**config.mk**
```make
export PLATFORM = sky130hd
export DESIGN_NAME = binary_output_priority_array
export DESIGN_NICKNAME = d
export VERILOG_FILES = /design/src/sv/bopa_pkg.sv /design/src/sv/binary_output_priority_array.sv /design/src/sv/bopa_in_stage.sv /design/src/sv/bopa_engine.sv /design/src/sv/bopa_out_stage.sv
export SDC_FILE = /design/constraint.sdc
export NUM_CORES = 1
export LEC_CHECK = 0
export BUFFER_PORTS_ARGS = -buffer_cell sky130_fd_sc_hd__buf_4
export CAP_MARGIN = 20
export CORE_ASPECT_RATIO = 2
export CORE_MARGIN = 2
export CORE_UTILIZATION = 45
export CTS_BUF_LIST = sky130_fd_sc_hd__clkbuf_8 sky130_fd_sc_hd__clkbuf_16
export DETAILED_ROUTE_END_ITERATION = 10
export SYNTH_ARGS = -nofsm -noshare
export SYNTH_HDL_FRONTEND = slang
export SYNTH_SLANG_ARGS = --single-unit
```
**constraint.sdc**
```tcl
create_clock -name clk -period 5.25 [get_ports clk]
set_clock_uncertainty 0.15 [all_clocks]
set_input_delay 0.525 -clock clk [delete_from_list [all_inputs] [get_ports clk]]
set_output_delay 0.525 -clock clk [all_outputs]
set_load 0.005 [all_outputs]
```
**src/sv/bopa_pkg.sv**
```systemverilog
// Shared constants, codes and transaction types of the binary output priority array.
package bopa_pkg;

    localparam int NUM_OUTPUTS = 4;
    localparam int NUM_LEVELS  = 16;

    localparam int OBJ_W = (NUM_OUTPUTS > 1) ? $clog2(NUM_OUTPUTS) : 1;
    localparam int LVL_W = $clog2(NUM_LEVELS);

    localparam logic [7:0] RESERVED_PRIORITY = 8'd6;
    localparam logic [7:0] VALUE_NULL        = 8'd255;

    localparam logic [2:0] KIND_COMMAND = 3'd0;
    localparam logic [2:0] KIND_SLOT    = 3'd1;
    localparam logic [2:0] KIND_DEFAULT = 3'd2;
    localparam logic [2:0] KIND_SERVICE = 3'd3;
    localparam logic [2:0] KIND_QUERY   = 3'd4;

    localparam logic [2:0] STATUS_OK        = 3'd0;
    localparam logic [2:0] STATUS_UNKNOWN   = 3'd1;
    localparam logic [2:0] STATUS_DENIED    = 3'd2;
    localparam logic [2:0] STATUS_RANGE     = 3'd3;
    localparam logic [2:0] STATUS_BAD_INDEX = 3'd4;

    localparam logic [1:0] SLOT_INACTIVE = 2'd0;
    localparam logic [1:0] SLOT_NULL     = 2'd2;

    typedef struct packed {
        logic [2:0]  kind;
        logic [21:0] instance_req;
        logic [7:0]  priority_req;
        logic [7:0]  value;
        logic        is_null;
    } item_t;

    typedef struct packed {
        logic [2:0] status;
        logic       resolved_value;
        logic       default_value;
        logic       service_off;
        logic [1:0] slot_value;
    } result_t;

endpackage

```
**src/sv/binary_output_priority_array.sv**
```systemverilog
// Top level of the binary output priority array.
// Usage:
// A request transaction (kind, instance_req, priority_req, value, is_null) is
// accepted on a rising edge with in_valid high and in_stall low. Every request
// gives exactly one response transaction (status, resolved_value, default_value,
// service_off, slot_value), taken on an edge with out_valid high and out_stall low.
// The request is registered, then the engine updates the addressed instance and
// resolves its present value combinationally into the result register. One
// transaction per cycle is sustained while the receiver does not stall; the
// update plus 16-way priority encode is combinational.
// When the receiver stalls, the result register holds its transaction and the
// request register fills, after which in_stall rises.
// Reset clears every priority slot to null, every default to inactive, every
// out-of-service flag and active_count; no clearing pass follows, so requests
// are accepted right after reset. The user writes active_count through cfg_wr_en
// and cfg_wr_data only while no transaction is in flight; no logic enforces it.
module binary_output_priority_array (
    input  logic        clk,
    input  logic        rst_n,
    input  logic        cfg_wr_en,
    input  logic [2:0]  cfg_wr_data,
    input  logic        in_valid,
    output logic        in_stall,
    input  logic [2:0]  kind,
    input  logic [21:0] instance_req,
    input  logic [7:0]  priority_req,
    input  logic [7:0]  value,
    input  logic        is_null,
    output logic        out_valid,
    input  logic        out_stall,
    output logic [2:0]  status,
    output logic        resolved_value,
    output logic        default_value,
    output logic        service_off,
    output logic [1:0]  slot_value
);
    import bopa_pkg::*;

    item_t   in_item;
    item_t   item;
    logic    item_valid;
    logic    load;
    result_t result;
    result_t out_result;

    assign in_item.kind         = kind;
    assign in_item.instance_req = instance_req;
    assign in_item.priority_req = priority_req;
    assign in_item.value        = value;
    assign in_item.is_null      = is_null;

    bopa_in_stage u_in_stage (
        .clk        (clk),
        .rst_n      (rst_n),
        .in_valid   (in_valid),
        .in_stall   (in_stall),
        .in_item    (in_item),
        .advance    (load),
        .item_valid (item_valid),
        .item       (item)
    );

    bopa_engine u_engine (
        .clk         (clk),
        .rst_n       (rst_n),
        .cfg_wr_en   (cfg_wr_en),
        .cfg_wr_data (cfg_wr_data),
        .commit      (load),
        .item        (item),
        .result      (result)
    );

    bopa_out_stage u_out_stage (
        .clk        (clk),
        .rst_n      (rst_n),
        .load_req   (item_valid),
        .result     (result),
        .load       (load),
        .out_valid  (out_valid),
        .out_stall  (out_stall),
        .out_result (out_result)
    );

    assign status         = out_result.status;
    assign resolved_value = out_result.resolved_value;
    assign default_value  = out_result.default_value;
    assign service_off    = out_result.service_off;
    assign slot_value     = out_result.slot_value;

endmodule

```
**src/sv/bopa_in_stage.sv**
```systemverilog
// Input register stage that holds one request transaction for the engine.
module bopa_in_stage (
    input  logic            clk,
    input  logic            rst_n,
    input  logic            in_valid,
    output logic            in_stall,
    input  bopa_pkg::item_t in_item,
    input  logic            advance,
    output logic            item_valid,
    output bopa_pkg::item_t item
);
    import bopa_pkg::*;

    logic  valid_reg;
    logic  valid_next;
    item_t item_reg;

    // The stage refills whenever its content moves on or it is empty.
    assign in_stall   = valid_reg && !advance;
    assign valid_next = in_stall ? valid_reg : in_valid;

    always_ff @(posedge clk or negedge rst_n)
    begin
        if (!rst_n)
        begin
            valid_reg <= 1'b0;
        end
        else
        begin
            valid_reg <= valid_next;
        end
    end

    always_ff @(posedge clk)
    begin
        if (!in_stall && in_valid)
        begin
            item_reg <= in_item;
        end
    end

    assign item_valid = valid_reg;
    assign item       = item_reg;

endmodule

```
**src/sv/bopa_engine.sv**
```systemverilog
// Per-instance priority arrays, defaults and flags, with the update and resolve logic.
module bopa_engine (
    input  logic              clk,
    input  logic              rst_n,
    input  logic              cfg_wr_en,
    input  logic [2:0]        cfg_wr_data,
    input  logic              commit,
    input  bopa_pkg::item_t   item,
    output bopa_pkg::result_t result
);
    import bopa_pkg::*;

    logic [2:0]       active_count_reg;
    logic [1:0]       level_reg [NUM_OUTPUTS][NUM_LEVELS];
    logic             fallback_reg [NUM_OUTPUTS];
    logic             service_reg [NUM_OUTPUTS];

    logic             inst_ok;
    logic             prio_ok;
    logic [21:0]      inst_m1;
    logic [7:0]       prio_m1;
    logic [OBJ_W-1:0] obj;
    logic [LVL_W-1:0] lvl;
    logic             value_bit_ok;
    logic             level_we;
    logic [1:0]       level_data;
    logic             fallback_we;
    logic             service_we;
    logic [2:0]       status;
    logic [1:0]       new_row [NUM_LEVELS];
    logic             fallback_new;
    logic             service_new;
    logic             present;

    assign inst_m1      = item.instance_req - 22'd1;
    assign prio_m1      = item.priority_req - 8'd1;
    assign obj          = inst_m1[OBJ_W-1:0];
    assign lvl          = prio_m1[LVL_W-1:0];
    assign value_bit_ok = (item.value <= 8'd1);

    // Counts above the number of instances behave as the full bank.
    assign inst_ok = (item.instance_req != 22'd0)
                  && (item.instance_req <= {19'd0, active_count_reg})
                  && (item.instance_req <= 22'(NUM_OUTPUTS));
    assign prio_ok = (item.priority_req != 8'd0)
                  && (item.priority_req <= 8'(NUM_LEVELS));

    always_comb
    begin
        level_we    = 1'b0;
        level_data  = SLOT_NULL;
        fallback_we = 1'b0;
        service_we  = 1'b0;
        status      = STATUS_OK;
        case (item.kind)
            KIND_COMMAND:
            begin
                if (item.is_null)
                begin
                    if (prio_ok)
                    begin
                        level_we = 1'b1;
                    end
                    else
                    begin
                        status = STATUS_RANGE;
                    end
                end
                else if (prio_ok && item.priority_req != RESERVED_PRIORITY && value_bit_ok)
                begin
                    level_we   = 1'b1;
                    level_data = {1'b0, item.value[0]};
                end
                else if (item.priority_req == RESERVED_PRIORITY)
                begin
                    status = STATUS_DENIED;
                end
                else
                begin
                    status = STATUS_RANGE;
                end
            end
            KIND_SLOT:
            begin
                if (!prio_ok)
                begin
                    status = STATUS_BAD_INDEX;
                end
                else if (item.is_null || item.value == VALUE_NULL)
                begin
                    level_we = 1'b1;
                end
                else if (value_bit_ok)
                begin
                    level_we   = 1'b1;
                    level_data = {1'b0, item.value[0]};
                end
                else
                begin
                    status = STATUS_RANGE;
                end
            end
            KIND_DEFAULT:
            begin
                if (!item.is_null && value_bit_ok)
                begin
                    fallback_we = 1'b1;
                end
                else
                begin
                    status = STATUS_RANGE;
                end
            end
            KIND_SERVICE:
            begin
                if (!item.is_null && value_bit_ok)
                begin
                    service_we = 1'b1;
                end
                else
                begin
                    status = STATUS_RANGE;
                end
            end
            KIND_QUERY:
            begin
                status = STATUS_OK;
            end
            default:
            begin
                status = STATUS_RANGE;
            end
        endcase
    end

    // The result reflects the state after this transaction's own write.
    always_comb
    begin
        for (int i = 0; i < NUM_LEVELS; i++)
        begin
            new_row[i] = level_reg[obj][i];
        end
        if (level_we)
        begin
            new_row[lvl] = level_data;
        end
        fallback_new = fallback_we ? item.value[0] : fallback_reg[obj];
        service_new  = service_we  ? item.value[0] : service_reg[obj];
        present = fallback_new;
        for (int i = NUM_LEVELS - 1; i >= 0; i--)
        begin
            if (new_row[i] != SLOT_NULL)
            begin
                present = new_row[i][0];
            end
        end
    end

    always_comb
    begin
        if (!inst_ok)
        begin
            result.status         = STATUS_UNKNOWN;
            result.resolved_value = 1'b0;
            result.default_value  = 1'b0;
            result.service_off    = 1'b0;
            result.slot_value     = SLOT_NULL;
        end
        else
        begin
            result.status         = status;
            result.resolved_value = present;
            result.default_value  = fallback_new;
            result.service_off    = service_new;
            result.slot_value     = prio_ok ? new_row[lvl] : SLOT_NULL;
        end
    end

    always_ff @(posedge clk or negedge rst_n)
    begin
        if (!rst_n)
        begin
            active_count_reg <= 3'd0;
        end
        else if (cfg_wr_en)
        begin
            active_count_reg <= cfg_wr_data;
        end
    end

    always_ff @(posedge clk or negedge rst_n)
    begin
        if (!rst_n)
        begin
            for (int o = 0; o < NUM_OUTPUTS; o++)
            begin
                for (int i = 0; i < NUM_LEVELS; i++)
                begin
                    level_reg[o][i] <= SLOT_NULL;
                end
                fallback_reg[o] <= SLOT_INACTIVE[0];
                service_reg[o]  <= 1'b0;
            end
        end
        else if (commit && inst_ok)
        begin
            if (level_we)
            begin
                level_reg[obj][lvl] <= level_data;
            end
            if (fallback_we)
            begin
                fallback_reg[obj] <= item.value[0];
            end
            if (service_we)
            begin
                service_reg[obj] <= item.value[0];
            end
        end
    end

endmodule

```
**src/sv/bopa_out_stage.sv**
```systemverilog
// Result register that holds one response transaction until the receiver takes it.
module bopa_out_stage (
    input  logic              clk,
    input  logic              rst_n,
    input  logic              load_req,
    input  bopa_pkg::result_t result,
    output logic              load,
    output logic              out_valid,
    input  logic              out_stall,
    output bopa_pkg::result_t out_result
);
    import bopa_pkg::*;

    logic    valid_reg;
    logic    valid_next;
    result_t result_reg;

    // The register takes a new result when it is empty or being emptied.
    assign load       = load_req && (!valid_reg || !out_stall);
    assign valid_next = load ? 1'b1 : (valid_reg && out_stall);

    always_ff @(posedge clk or negedge rst_n)
    begin
        if (!rst_n)
        begin
            valid_reg <= 1'b0;
        end
        else
        begin
            valid_reg <= valid_next;
        end
    end

    always_ff @(posedge clk)
    begin
        if (load)
        begin
            result_reg <= result;
        end
    end

    assign out_valid  = valid_reg;
    assign out_result = result_reg;

endmodule
```
==> metrics.csv, run 1 <==
stage;metric;value;unit
cts;Clock transition at path regs;0.07;ns
grt;antenna violations before repair;0;
drt;routed len/inst;20.6;microns
grt;grt total ovfl;0;
synth;Cells after Synth;822;
timing;number of setup violations in the final report;0;
grt;vias in the first global route;7065;
worst_setup_path;critical path class;register to register;
worst_setup_path;reg2reg path depth;11;
worst_setup_path;crit path cell chain;inv_1, ha_1, nor3b_2, xnor2_2, nand3_1, nor3_1, mux2_2, mux4_2, nor2_1, nor3_1, a2111o_1;
drt;DRT iter0 DRCs;332;
timing;RSZ-0062 raised after global routing;no;
synth;most common cell in the netlist;nand2_1;
cts;Clock Latency Late Sink;0.44;ns
synth;Mapped Area;0.00943;sq mm
drt;Routed WL;23.8;mm
grt;pin count of the biggest net entering global routing;100;
die;Starting Density;46.1;%
die;Die Ht;209;microns
finish;Layout fillers;1766;
run_status;status;finished, final reports clean;
worst_setup_path;CP required;5.30;ns
cts;Root Driver;clkbuf_16;
pwr;peak supply drop;348;uV
worst_setup_path;RR Startpoint;u_in_stage.item[10];
die;Ports;60;
cts;clock tree buffer depth;2;
synth;ys flop type;dfrtp_1;
worst_setup_path;CP arrival;4.68;ns
die;Die Wd;106;microns
worst_setup_path;Worst setup SP type;register;
timing;setup TNS;0;ns
worst_hold_path;worst hold path class;input pin to async pin;
synth;Syn Nets;884;
timing;Slew @ Worst Pin;0.926;ns
drt;drt first pass iters;5;
worst_setup_path;max incr delay on CP;0.77;ns
synth;yosys warns;0;
synth;library cell with the largest summed area after synthesis;dfrtp_1;
worst_setup_path;CP Capture Type;register;
place;gpl congestion;0.916;
synth;sequential fraction of the synthesis area;54.2;%
synth;Async SR Flop Fraction;73.8;%
timing;FMAX;216;MHz
synth;Post-synth EDFFs;50;
die;full die area;0.0222;sq mm
grt;gr usage total;22.8;%
synth;Area contributors post-synth;dfrtp_1 (20%), dfstp_2 (18%), edfxtp_1 (16%);
worst_setup_path;worst-path fanout max;13;
worst_setup_path;CP max-delay cell;nor3_1;
drt;Remaining DRCs;0;
place;IO buf count;59;
grt;first-pass GRT wire length;37.9;mm
place;DP HPWL;17.4;mm
finish;layout net count;937;
drt;Vias/cell;5.71;
timing;fin crit share;88.2;%
finish;ANT cells;0;
drt;Final ANT Viol Nets;0;
cts;setup bufs post-CTS;0;
synth;post-synth top area share;20.4;%
synth;synthesized area per cell;11.5;sq um
flow_run;MaxCap Viol Count;0;
die;core box area;0.0205;sq mm
cts;cts bufs inserted;17;
pwr;leakage;4.14;nW
die;Core Rows;74;
cts;TritonCTS clock tree;done;
finish;Cell Count, Final, Fillers Out;1154;
worst_setup_path;critical path's most frequent cell;nor3_1;
cts;Post-CTS Hold Buffers;0;
pwr;Pwr Density;286;mW/mm^2
synth;synth unique cells;61;
finish;share of layout cells above drive strength 1;31.5;%
cts;Post-CTS Resized;0;
synth;flops & latches, synth;191;
timing;final hold viol count;0;
timing;Period minus WS final;4.63;ns
place;Cells after DPL;1122;
finish;area grow syn2layout;14.1;%
cts;CTS sink cnt;191;
cts;H-tree depth;4;
synth;top cells by count, synth;nand2_1 (150), o21ai_0 (94), dfrtp_1 (77), nor2_1 (69), dfstp_2 (64);
timing;Rel. slew slack;38.2;%
worst_setup_path;Crit. Startpoint;u_in_stage.item[10];
finish;Largest register FFs;128;
timing;Max Transition Viols Final;0;
drt;via count;6595;
-- placed cells by master (no fill, tap or decap), drive strengths merged, types with 3 or more instances in the layout --
cell / instances
nand2: 151
o21ai: 95
dfrtp: 77
buf: 74
nor2: 70
dfstp: 64
mux2: 53
edfxtp: 50
mux4: 40
a21oi: 34
clkbuf: 20
nor4: 15
inv: 14
nand3: 13
ha: 12
nor3: 12
o211ai: 10
mux2i: 9
nand4: 8
and2: 8
and3: 5
nand2b: 4
or3: 4
clkinv: 4
or2: 3
a211oi: 3
xnor2: 3
-- per-layer routing --
metal  vias to the layer above  track usage [%]  wire, microns
li1                       3090                -              -
met1                      3292             24.0           8370
met2                       161             42.1          13600
met3                        52             3.77            732
met4                         0             12.3           1060
met5                         -                0              0
-- power by group --
part | switching (mW) | internal, mW | leakage [nW] | total (mW)
clock network | 0.550 | 0.749 | 0.305 | 1.30
logic | 0.122 | 0.0780 | 1.64 | 0.200
registers | 0.0171 | 1.56 | 2.20 | 1.58
-- final timing paths --
| check | to | slack [ns] |
|---|---|---|
| worst min-delay path | u_engine.level_reg[8] | 0.002 |
| min in group clk | u_in_stage.item[30] | 0.11 |
| max in group asynchronous | u_engine.level_reg[109] | 3.87 |
| worst min register to register | u_engine.level_reg[87] | 0.33 |
| worst max register to register | u_out_stage.out_result[1] | 0.62 |
| worst max-delay path | u_out_stage.out_result[1] | 0.62 |
-- final cells by class --
class                      instances  area (sq um)  area share [%]
timing repair buffer              74           559            5.20
multi-input combinational        582          4130            38.4
clock inverter                    12           116            1.08
sequential                       191          5110            47.5
clock buffer                      20           478            4.44
tap                              266           333            3.09
inverter                           9          33.8           0.314
-- through the flow --
stage	power (mW)	setup slack, ns	hold slack (ns)	cell area [sq um]	utilization [%]
floorplan	1.71	1.04	0.0794	9430	-
global placement	1.80	0.849	0.306	10200	49.7
detailed placement	1.81	0.694	0.321	10200	49.7
CTS	3.11	0.686	0.0390	10800	52.6
global route	3.19	0.383	0.0645	10800	52.6
finish	3.08	0.621	0.00230	10800	52.6
-- critical path: cells and delay by family, from the launching register on --
kind | cells | cell delay (ns)
AO/OA/AOI/OAI | 1 | 0.40
adder cells (fa/ha/maj) | 1 | 0.26
AND/OR/NAND/NOR | 5 | 1.82
multiplexers | 2 | 0.92
XOR/XNOR | 1 | 0.19
flip-flops | 1 | 0.49
buffers and inverters | 1 | 0.15
-- cells by family after synthesis --
kind of cell	after synthesis	synth area share [%]
flops	191	54.2
xor+xnor	5	0.544
mux	102	16.9
buf+inv	49	2.15
fa+ha+maj	12	1.59
compound gates	161	9.77
simple gates	302	14.8
(Power assumes the default switching activity.)
==> run 2, diff against run 1 <==
--- a/config.mk
+++ b/config.mk
@@ -7,11 +7,14 @@
 export LEC_CHECK = 0
 export BUFFER_PORTS_ARGS = -buffer_cell sky130_fd_sc_hd__buf_4
 export CAP_MARGIN = 20
+export CELL_PAD_IN_SITES_DETAIL_PLACEMENT = 0
+export CELL_PAD_IN_SITES_GLOBAL_PLACEMENT = 2
 export CORE_ASPECT_RATIO = 2
 export CORE_MARGIN = 2
-export CORE_UTILIZATION = 45
+export CORE_UTILIZATION = 41
 export CTS_BUF_LIST = sky130_fd_sc_hd__clkbuf_8 sky130_fd_sc_hd__clkbuf_16
 export DETAILED_ROUTE_END_ITERATION = 10
+export PLACE_DENSITY_LB_ADDON = 0.1
 export SYNTH_ARGS = -nofsm -noshare
 export SYNTH_HDL_FRONTEND = slang
 export SYNTH_SLANG_ARGS = --single-unit
==> metrics.csv, run 2 (synthesized netlist as in run 1, its figures left out) <==
stage;metric;value;unit;change
finish;Largest register FFs;128;;unchanged
pwr;leakage;4.12;nW;-0.63%
timing;number of setup violations in the final report;0;;unchanged
timing;Max Transition Viols Final;0;;unchanged
grt;vias in the first global route;7122;;+0.81%
worst_setup_path;cell family with most CP delay;simple AND/OR/NAND/NOR gates;;
cts;Post-CTS Resized;0;;unchanged
worst_setup_path;reg2reg path depth;11;;unchanged
finish;ANT cells;0;;unchanged
worst_setup_path;FF-to-FF End;u_out_stage.out_result[1];;
grt;gr usage total;21.9;%;-0.82 points
worst_setup_path;Worst setup SP type;register;;
run_status;status;finished, final reports clean;;
die;Core Rows;78;;+5.4%
cts;Root Driver;clkbuf_16;;
finish;commonest cells after routing, fill and taps aside;nand2_1 (150), o21ai_0 (94), dfrtp_1 (77);;
worst_hold_path;hold path start;value[6];;
finish;area grow syn2layout;14.2;%;
die;Ports;60;;unchanged
drt;Remaining DRCs;0;;unchanged
finish;commonest non-fill, non-tap cell in the layout;nand2_1;;
worst_setup_path;CP arrival;4.64;ns;-0.04 ns
timing;Rel. slew slack;20.4;%;-18 points
cts;clock tree buffer depth;2;;unchanged
timing;Hold WS;0.0916;ns;+0.0893 ns
drt;metal2 WL;14.5;mm;+6.0%
cts;Clock Latency Late Sink;0.45;ns;about the same
worst_setup_path;worst-path fanout max;13;;unchanged
cts;cts bufs inserted;17;;unchanged
drt;Routed WL;25.6;mm;+7.7%
grt;grt total ovfl;0;;unchanged
worst_hold_path;worst hold path class;input pin to register;;
worst_setup_path;CP Capture Type;register;;
worst_setup_path;Critical Path Stages;11;;unchanged
worst_setup_path;max incr delay on CP;0.77;ns;about the same
pwr;peak supply drop;233;uV;-33%
drt;via count;6594;;-0.015%
die;Die Wd;111;microns;+4.6%
drt;Final ANT Viol Nets;0;;unchanged
grt;antenna violations before repair;0;;unchanged
die;Die Ht;218;microns;+4.7%
finish;area of the multi-input gates;0.00413;sq mm;unchanged
drt;WL met3;828;microns;+13%
finish;layout net count;937;;unchanged
place;DP HPWL;18.3;mm;+5.2%
timing;RSZ-0062 raised after global routing;no;;
grt;pin count of the biggest net entering global routing;94;;-6.0%
drt;M1 WL;9.34;mm;+12%
place;gpl congestion;0.869;;-5.1%
die;full die area;0.0243;sq mm;+9.5%
finish;Layout fillers;2088;;+18%
die;core box area;0.0226;sq mm;+11%
drt;DRT iter0 DRCs;375;;+13%
worst_setup_path;RR Startpoint;u_in_stage.item[10];;
drt;drt first pass iters;5;;unchanged
worst_setup_path;crit path cell chain;inv_1, ha_1, nor3b_2, xnor2_2, nand3_1, nor4_2, mux2_2, mux4_2, nor2_1, nor3_1, a2111o_1;;
cts;Clock transition at path regs;0.07;ns;about the same
cts;setup bufs post-CTS;0;;unchanged
die;Starting Density;41.6;%;-4.4 points
timing;setup TNS;0;ns;unchanged
drt;routed len/inst;21.9;microns;+6.4%
worst_setup_path;Worst Setup EP;u_out_stage.out_result[1];;
flow_run;MaxCap Viol Count;0;;unchanged
worst_setup_path;CP required;5.30;ns;about the same
worst_setup_path;critical path class;register to register;;
pwr;Pwr Density;285;mW/mm^2;-0.42%
drt;Vias/cell;5.65;;-1.2%
worst_setup_path;internal reg-to-reg setup slack;0.67;ns;+0.04 ns
cts;CTS sink cnt;191;;unchanged
timing;Slew @ Worst Pin;1.19;ns;+0.267 ns
cts;Post-CTS Hold Buffers;1;;+1
drt;max layer used;met4;;
cts;H-tree depth;4;;unchanged
finish;share of layout cells above drive strength 1;31.6;%;+0.11 points
finish;FF+latch area;0.00511;sq mm;unchanged
worst_setup_path;CP Buf/Inv Count;1;;unchanged
timing;fin crit share;87.3;%;-0.84 points
grt;first-pass GRT wire length;40.0;mm;+5.5%
place;IO buf count;59;;unchanged
timing;Period minus WS final;4.58;ns;-0.0441 ns
worst_setup_path;CP max-delay cell;nor4_2;;
cts;TritonCTS clock tree;done;;
timing;FMAX;218;MHz;+0.96%
worst_setup_path;Crit. Startpoint;u_in_stage.item[10];;
timing;final hold viol count;0;;unchanged
[run 2: routing by layer]
layer / global-route usage (%) / vias to the layer above
li1: - / 3102
met1: 23.3 / 3280
met2: 41.1 / 156
met3: 3.63 / 56
met4: 11.6 / 0
met5: 0 / -
[run 2: worst min path at each step]
stage | end | slack [ns] | depth (start not counted)
after floorplan | u_engine.active_count_reg[0] | 0.08 | 0
after global placement | u_engine.level_reg[112] | 0.31 | 2
after detailed placement | u_engine.level_reg[50] | 0.32 | 2
after CTS | u_in_stage.item[26] | 0.06 | 1
after global routing | u_in_stage.item[20] | 0.07 | 1
final | u_in_stage.item[7] | 0.09 | 1
[run 2: metrics by stage]
stage,worst slack [ns],instance area [sq um],instances,util (%),power [mW]
finish,0.665,10800,1168,47.6,3.07
global route,0.389,10800,1168,47.6,3.19
CTS,0.667,10800,1168,47.6,3.11
detailed placement,0.696,10200,1135,45.0,1.82
global placement,0.836,10200,1135,45.0,1.81
floorplan,1.04,9430,822,-,1.71
[run 2: final cells by class]
cell class / count / share of cell area [%]
Sequential cell: 191 / 47.4
Multi-Input combinational cell: 582 / 38.3
Timing Repair Buffer: 74 / 5.33
Clock buffer: 17 / 3.95
Tap cell: 280 / 3.25
Clock inverter: 15 / 1.38
Inverter: 9 / 0.314
[run 2: where the power goes]
part	leakage, nW	internal, mW	switching, mW
Combinational	1.64	0.0789	0.129
Clock	0.275	0.668	0.613
Sequential	2.20	1.56	0.0183
Total	4.12	2.31	0.761
==> run 3, diff against run 2 <==
--- a/config.mk
+++ b/config.mk
@@ -11,7 +11,7 @@
 export CELL_PAD_IN_SITES_GLOBAL_PLACEMENT = 2
 export CORE_ASPECT_RATIO = 2
 export CORE_MARGIN = 2
-export CORE_UTILIZATION = 41
+export CORE_UTILIZATION = 45
 export CTS_BUF_LIST = sky130_fd_sc_hd__clkbuf_8 sky130_fd_sc_hd__clkbuf_16
 export DETAILED_ROUTE_END_ITERATION = 10
 export PLACE_DENSITY_LB_ADDON = 0.1
==> constraint.sdc (replaced) <==
create_clock -name clk -period 5.45 [get_ports clk]
set_clock_uncertainty 0.15 [all_clocks]
set_input_delay 0.545 -clock clk [delete_from_list [all_inputs] [get_ports clk]]
set_output_delay 0.545 -clock clk [all_outputs]
set_load 0.005 [all_outputs]
==> metrics.csv, run 3 (synthesized netlist as in run 1, its figures left out) <==
stage;metric;value;unit;change
run_status;status;complete, but fails checks;;
run_status;failing checks;negative hold slack;;
worst_setup_path;CP required;5.48;ns;+0.18 ns
pwr;peak supply drop;284;uV;+22%
drt;Vias/cell;5.71;;+1.1%
finish;Largest register FFs;128;;unchanged
finish;Layout fillers;1805;;-14%
die;Core Rows;74;;-5.1%
timing;Max Transition Viols Final;0;;unchanged
timing;Rel. slew slack;27.8;%;+7.4 points
grt;first-pass GRT wire length;38.9;mm;-2.8%
finish;ANT cells;0;;unchanged
place;DP HPWL;17.5;mm;-4.2%
worst_setup_path;worst-path fanout max;13;;unchanged
finish;share of layout cells above drive strength 1;31.6;%;-0.041 points
cts;Root Driver;clkbuf_16;;
timing;RSZ-0062 raised after global routing;no;;
place;gpl congestion;0.930;;+7.0%
worst_setup_path;critical path class;register to register;;
drt;Routed WL;24.4;mm;-4.7%
worst_setup_path;critical path's most frequent cell;nor3_1;;
cts;Post-CTS Hold Buffers;0;;-1
worst_setup_path;cell family with most CP delay;simple AND/OR/NAND/NOR gates;;
die;Die Ht;209;microns;-4.5%
drt;Remaining DRCs;0;;unchanged
worst_setup_path;CP max-delay cell;nor3_1;;
cts;CTS sink cnt;191;;unchanged
finish;area grow syn2layout;14.1;%;about the same
grt;grt total ovfl;0;;unchanged
timing;Slew @ Worst Pin;1.08;ns;-0.111 ns
die;Starting Density;46.1;%;+4.4 points
timing;Hold WS;-0.00653;ns;-0.0982 ns
worst_setup_path;Crit. Startpoint;u_in_stage.item[9];;
cts;H-tree depth;4;;unchanged
finish;layout net count;935;;-0.21%
pwr;leakage;4.13;nW;+0.31%
grt;vias in the first global route;7152;;+0.42%
die;full die area;0.0222;sq mm;-8.7%
place;Cells after DPL;1120;;-1.3%
worst_setup_path;CP Capture Type;register;;
drt;via count;6573;;-0.32%
worst_setup_path;max incr delay on CP;0.81;ns;+0.04 ns
worst_setup_path;crit path cell chain;buf_4, inv_1, ha_1, nor3b_2, xnor2_2, nand3_1, nor3_1, mux2_2, mux4_2, nor2_1, nor3_1, a2111o_1;;
timing;Period minus WS final;4.75;ns;+0.170 ns
drt;DRT iter0 DRCs;373;;-0.53%
timing;fin crit share;87.2;%;-0.090 points
cts;Clock transition at path regs;0.07;ns;about the same
timing;setup TNS;0;ns;unchanged
grt;antenna violations before repair;0;;unchanged
finish;Cell Count, Final, Fillers Out;1152;;-1.4%
timing;number of setup violations in the final report;0;;unchanged
drt;Final ANT Viol Nets;0;;unchanged
cts;Post-CTS Resized;0;;unchanged
die;Ports;60;;unchanged
pwr;Pwr Density;279;mW/mm^2;-2.2%
cts;setup bufs post-CTS;0;;unchanged
worst_setup_path;CP Buf/Inv Count;2;;+1
cts;cts bufs inserted;17;;unchanged
drt;drt first pass iters;5;;unchanged
worst_setup_path;RR Startpoint;u_in_stage.item[9];;
place;IO buf count;59;;unchanged
grt;pin count of the biggest net entering global routing;87;;-7.4%
die;Die Wd;106;microns;-4.4%
worst_hold_path;worst hold path class;input pin to async pin;;
timing;final hold viol count;2;;+2
drt;routed len/inst;21.2;microns;-3.3%
timing;FMAX;210;MHz;-3.6%
cts;TritonCTS clock tree;done;;
finish;commonest cells after routing, fill and taps aside;nand2_1 (150), o21ai_0 (94), dfrtp_1 (77);;
cts;clock tree buffer depth;2;;unchanged
worst_setup_path;Worst setup SP type;register;;
grt;gr usage total;23.2;%;+1.3 points
cts;Clock Latency Late Sink;0.44;ns;about the same
die;core box area;0.0205;sq mm;-9.6%
finish;final core occ;52.6;%;+5.0 points
flow_run;MaxCap Viol Count;0;;unchanged
worst_setup_path;CP arrival;4.79;ns;+0.15 ns
finish;commonest non-fill, non-tap cell in the layout;nand2_1;;
-- run 3: cell types whose count changed in the layout (fill, tap and decap cells not counted), sizes merged --
cell and change:
clkinvlp -1, dlygate4sd3 -1, clkbuf +2, bufinv +1
clkinv -2, buf -1
-- run 3: power breakdown --
part,switching (mW),internal [mW],total [mW]
Sequential,0.0171,1.50,1.52
Clock,0.560,0.725,1.29
Combinational,0.120,0.0730,0.193
Total,0.698,2.30,3.00
-- run 3: final cells by class --
type,instances,area [sq um],area share [%]
Tap cell,266,333,3.09
Multi-Input combinational cell,582,4130,38.3
Inverter,9,33.8,0.314
Timing Repair Buffer,72,544,5.06
Clock buffer,19,464,4.31
Sequential cell,191,5110,47.5
Clock inverter,13,149,1.38
-- run 3: final timing paths --
kind | depth (start not counted) | to | slack, ns
setup reg to reg | 12 | u_out_stage.out_result[1] | 0.70
hold reg to reg | 2 | u_engine.level_reg[84] | 0.33
max in group asynchronous | 2 | u_out_stage.out_valid | 3.91
setup / recovery | 12 | u_out_stage.out_result[1] | 0.70
hold / removal | 1 | u_engine.level_reg[6] | -0.007
min in group clk | 1 | u_in_stage.item[22] | 0.13
-- run 3: routing by layer --
layer  up-vias  global-route usage [%]  part of all wire (%)  wire, microns
li1       3080                       -                     -              -
met1      3287                    26.2                    37           8960
met2       150                    42.1                    56          13700
met3        56                    3.09                   3.1            756
met4         0                    11.8                   4.0            988
met5         -                       0                     0              0
-- run 3: stage by stage --
| step | setup slack [ns] | total power [mW] | cell area, sq um |
|---|---|---|---|
| CTS | 0.727 | 3.03 | 10800 |
| global route | 0.482 | 3.10 | 10800 |
| finish | 0.696 | 3.00 | 10800 |
| detailed placement | 0.783 | 1.74 | 10100 |
| global placement | 0.919 | 1.74 | 10100 |
| floorplan | 1.24 | 1.65 | 9430 |
